[src/sv/tccnt_pkg.sv]
`timescale 1ns / 1ps
// ----------------------------------------------------------------------------
// tccnt_pkg
// Shared op codes, field widths and fixed constants of the completion
// counter table.
// ----------------------------------------------------------------------------
package tccnt_pkg;

    localparam int OP_W       = 3;
    localparam int TAG_IN_W   = 16;
    localparam int RANK_IN_W  = 6;
    localparam int TOKEN_IN_W = 16;
    localparam int BASE_W     = 25;
    localparam int ECOUNT_W   = 24;
    localparam int FRESH_W    = 17;
    localparam int TOTAL_W    = 30;
    localparam int RANKS_W    = 7;
    localparam int PADDR_W    = 3;
    localparam int PDATA_W    = 32;

    typedef logic [OP_W-1:0] op_t;

    localparam op_t OP_RECORD    = 3'd0;
    localparam op_t OP_QUERY     = 3'd1;
    localparam op_t OP_TOTAL     = 3'd2;
    localparam op_t OP_CLEAR_TAG = 3'd3;
    localparam op_t OP_CLEAR_ALL = 3'd4;

    localparam logic CFG_RANKS_IN_USE = 1'b0;

    localparam logic [RANKS_W-1:0] RANKS_RESET = 7'd64;
    localparam logic [FRESH_W-1:0] FRESH_NONE  = 17'h1FFFF;
    localparam logic [TOTAL_W-1:0] TOTAL_MAX   = 30'h3FFFFFFF;

endpackage

[src/sv/tccnt_tag_mod.sv]
`timescale 1ns / 1ps
// ----------------------------------------------------------------------------
// tccnt_tag_mod
// Two-stage tag reduction modulo MAX_TAGS: reciprocal multiply for the
// quotient estimate, then back-multiply, subtract and one correction.
// ----------------------------------------------------------------------------
module tccnt_tag_mod #(
    parameter int MAX_TAGS = 1024,
    parameter int TAG_W    = $clog2(MAX_TAGS)
) (
    input  logic                          aclk,
    input  logic                          aresetn,
    input  logic                          start,
    input  logic [tccnt_pkg::TAG_IN_W-1:0] tag,
    output logic                          done,
    output logic [TAG_W-1:0]              row
);

    localparam logic [63:0] RECIP_L = (64'd1 << 32) / MAX_TAGS;
    localparam logic [31:0] RECIP   = RECIP_L[31:0];

    logic                           v1_reg;
    logic [15:0]                    q1_reg;
    logic [tccnt_pkg::TAG_IN_W-1:0] tag1_reg;
    logic                           done_reg;
    logic [TAG_W-1:0]               row_reg;

    logic [47:0] prod;
    logic [32:0] qm;
    logic [32:0] diff;
    logic [16:0] rem;
    logic [16:0] rem_fix;

    assign prod    = 48'(tag) * 48'(RECIP);
    assign qm      = 33'(q1_reg) * 33'(MAX_TAGS);
    assign diff    = 33'(tag1_reg) - qm;
    assign rem     = diff[16:0];
    assign rem_fix = (rem >= 17'(MAX_TAGS)) ? (rem - 17'(MAX_TAGS)) : rem;

    always_ff @(posedge aclk) begin
        if (!aresetn) begin
            v1_reg   <= 1'b0;
            done_reg <= 1'b0;
        end else begin
            v1_reg   <= start;
            done_reg <= v1_reg;
        end
    end

    always_ff @(posedge aclk) begin
        q1_reg   <= prod[47:32];
        tag1_reg <= tag;
        row_reg  <= rem_fix[TAG_W-1:0];
    end

    assign done = done_reg;
    assign row  = row_reg;

endmodule

[config.mk]
export PLATFORM = sky130hd
export DESIGN_NAME = tccnt_tag_mod
export DESIGN_NICKNAME = d
export VERILOG_FILES = /design/src/sv/tccnt_pkg.sv /design/src/sv/tccnt_tag_mod.sv
export SDC_FILE = /design/constraint.sdc
export NUM_CORES = 1
export LEC_CHECK = 0
export BUFFER_PORTS_ARGS = -buffer_cell sky130_fd_sc_hd__buf_2
export CORE_AREA = 2 2 39 41
export DETAILED_ROUTE_END_ITERATION = 8
export DIE_AREA = 0 0 41 43
export GPL_TIMING_DRIVEN = 0
export PLACE_DENSITY_LB_ADDON = 0.1
export SLEW_MARGIN = 20
export SYNTH_ARGS = -nofsm -noshare
export SYNTH_HDL_FRONTEND = slang
export SYNTH_SLANG_ARGS = --single-unit
[constraint.sdc]
create_clock -name aclk -period 1.28 [get_ports aclk]
set_clock_uncertainty 0.05 [all_clocks]
set_input_delay 0.064 -clock aclk [delete_from_list [all_inputs] [get_ports aclk]]
set_output_delay 0.064 -clock aclk [all_outputs]
set_load 0.1 [all_outputs]
; ---- After elaboration in Yosys (flattened, before gate mapping)
; Cells that the tools add are included.
[totals]
register_bits = 34
inputBits = 19
out_inout_bits = 11
wordCells = 9
[op_classes]
n_addsub = 2
n_lt_le_gt_ge = 1
muxes = 1
[ops]
columns = cell, count
row1 = 17-bit by 11-bit greater-or-equal comparator with 1-bit output (second input constant), 1
row2 = 16-bit by 16-bit subtractor with 17-bit output, 1
row3 = 10-bit 2-to-1 mux, 1
row4 = 10-bit by 1-bit subtractor with 10-bit output (second input constant), 1

; ---- Logic depth before layout (Yosys ltp)
[logic_depth]
depth_word = 3
depth_mapped = 1

; ---- Worst setup path after synthesis
; Ideal clock, no wire load.
[synth_path]
kind = register to output
startpoint = reg done_reg (netlist: done)
endpoint = out done
arrival_ns = 0.909
path_slack_ns = 0.257
path_stages_with_launch = 1
path_buffers = 0
path_cell_list = dfxtp_1
[synth_lines]
columns = item, line
row1 = from (decl), tccnt_tag_mod.sv:25  ; logic done_reg;
row2 = from (signal assigned), tccnt_tag_mod.sv:46  ; done_reg <= v1_reg;
row3 = to (decl), tccnt_tag_mod.sv:15  ; output logic done,
; No word-level cell between the ends.

; ---- Worst setup path in the final report
[layout_path]
startpoint = reg row_reg[1] (netlist: row[1])
endpoint = out row[1]
[layout_lines]
columns = item, line
row1 = from (decl), tccnt_tag_mod.sv:26  ; logic [TAG_W-1:0] row_reg;
row2 = from (signal assigned), tccnt_tag_mod.sv:53  ; row_reg <= rem_fix[TAG_W-1:0];
row3 = to (decl), tccnt_tag_mod.sv:16  ; output logic [TAG_W-1:0] row
; No word-level cell between the ends.

==> out/results.ini <==
[timing]
hold_viol = 0
rsz0062_at_grt = no
setup_viol = 0
slew_violations = 0
min_period_ns = 1.17
relSlewSlack_pct = 67.3
worst_slew_pin_slew_ns = 0.494
fin_crit_sh_pct = 91.0
fmax_mhz = 858
finalSetupTns_ns = 0

[placement]
placedCellCount = 63
io_buffers = 23
gp_congestion = 0.526

[synthesis]
netlist.area_leader.share_pct = 97.2
ys_seq_elements = 22
ys_types = 2
syn_inst = 24
seq_area_frac_synth_pct = 97.2
avgSynthCellArea_um2 = 18.9
netlist_area_um2 = 453
ys_warn_count = 0
synth_top_cell_by_area = dfxtp_1
syn_nets = 43
synth_top_cells_by_area = dfxtp_1 (97%), and2_1 (2.8%)

[global_route]
grt_busiest_layer = met2
grt.overflow.total = 0
grt_max_degree = 14
grt_pass1_vias = 278
grt_util_met3_pct = 3.14
grt_usage_pct = 9.55
use_met1_pct = 7.36
met2_usage_pct = 15.9
grt_first_pass_wirelength_mm = 1.01
antenna_found_initial = 0

[clock_tree]
cts_tree = built
root_buffer = clkbuf_4
insertion_delay_ns = 0.30
cts_max_path_buffers = 2
clkSlewWorstSetupHoldPaths_ns = 0.12
htreeDepth = 1
clock-sinks = 22
numCtsBuffers = 3

[cells_and_area]
final-seq-area_um2 = 440
layout_common_cells = buf_2 (23), dfxtp_1 (22), dlygate4sd3_1 (12)
n_fill_cell = 130
drive_above_1_share_pct = 42.9
layout_commonest_cell = buf_2
areaGrowthSynthToFinish_pct = 68.0
diodes = 0
finalNonFillerCells = 79
num-nets-final = 83
multi_input_area_um2 = 12.5

[setup_path]
r2r_slack_ns = 0.69
regToRegStartpoint = v1_reg
cpLargestDelayFamily = buffers and inverters
worstSetupPathType = reg -> out
path_cells = buf_2
r2r_end = done
crit_start = row[1]
path_max_fanout = 1
critical_path.max_stage_delay_ns = 0.42
cp_slowest_cell = buf_2
critPathCapture = row[1]
crit_buf_inv = 1
crit_cells = 1
startpoint_type = register
critical_path_arrival_ns = 1.05
endpoint_kind = output pin
worstPathRequired_ns = 1.17
rr_worst_depth = 1

[die]
initial_core_util_pct = 32.7
core_area_um2 = 1380
rows = 14
die_area_um2 = 1760
die_h_um = 43
die_w_um = 41
ios = 30

[route]
drt_iter0_drc = 0
ant_nets = 0
via_per_inst = 3.65
routed_wl_um = 742
drt-pass1-iter-count = 1
wl_per_cell_um = 9.39
via_count = 288
drc_errors = 0

[power_and_ir_drop]
vdd_drop_max_mv = 1.07
power_density_nw_per_um2 = 1890
p_leak_nw = 0.361

[min_path]
holdPathStages = 0
hold_class = reg -> reg

[job]
cap_violations = 0

[status]
status = finished, final reports clean

==> power by group <==
part	switching, mW	internal [mW]
clock network	0.200	0.316
logic	0.147	0.0493
registers	0.00674	0.721
==> logic make-up (layout without fill, tap and decap cells) <==
group	after synthesis	after routing	share of synthesized area (%)
buffers and inverters	0	39	0
DFF	22	22	97.2
and+or+nand+nor	2	2	2.76
==> Yosys cell counts <==
| master | number |
|---|---|
| dfxtp_1 | 22 |
| and2_1 | 2 |
==> through the flow <==
stage	power (mW)	instance area, µm²	setup slack [ns]	hold WS [ns]	utilization, %
after global placement	0.910	588	0.467	0.116	42.5
after detailed placement	0.912	588	0.455	0.118	42.5
after CTS	1.45	771	0.0404	0.291	55.7
after floorplan	0.876	453	0.257	0.0417	-
after global routing	1.49	761	0.0574	0.295	55.0
final	1.44	761	0.115	0.288	55.0
==> area by class of cell <==
| class | count | area share, % |
|---|---|---|
| multi-input cells | 2 | 1.64 |
| well taps | 16 | 2.63 |
| clock buffers | 3 | 2.96 |
| clock inverters | 1 | 3.95 |
| repair buffers | 35 | 30.9 |
| flip-flops and latches | 22 | 57.9 |
==> metal layers <==
layer,part of all wire [%],vias to the layer above,wire [µm]
met1,35,126,261
met5,0,-,0
met3,5.3,2,39
met4,0.54,0,4
met2,59,11,437
li1,-,149,-
==> worst min-delay path by stage <==
stage | end | startpoint | slack (ns)
2_1_floorplan | tag1_reg[0] | tag[0] | 0.04
3_3_place_gp | tag1_reg[0] | tag[0] | 0.12
5_1_grt | row[4] | tag1_reg[4] | 0.29
4_1_cts | row[3] | tag1_reg[3] | 0.29
3_5_place_dp | tag1_reg[4] | tag[4] | 0.12
6_report | row[8] | tag1_reg[8] | 0.29
==> timing repair <==
action / in CTS / in global routing
resized for setup: 0 / 0
hold endpoints to repair: 12 / 0
hold buffers: 13 / 0
buffers inserted: 0 / 0
endpoints found under the setup margin: 0 / 1
(Power assumes the default switching activity.)
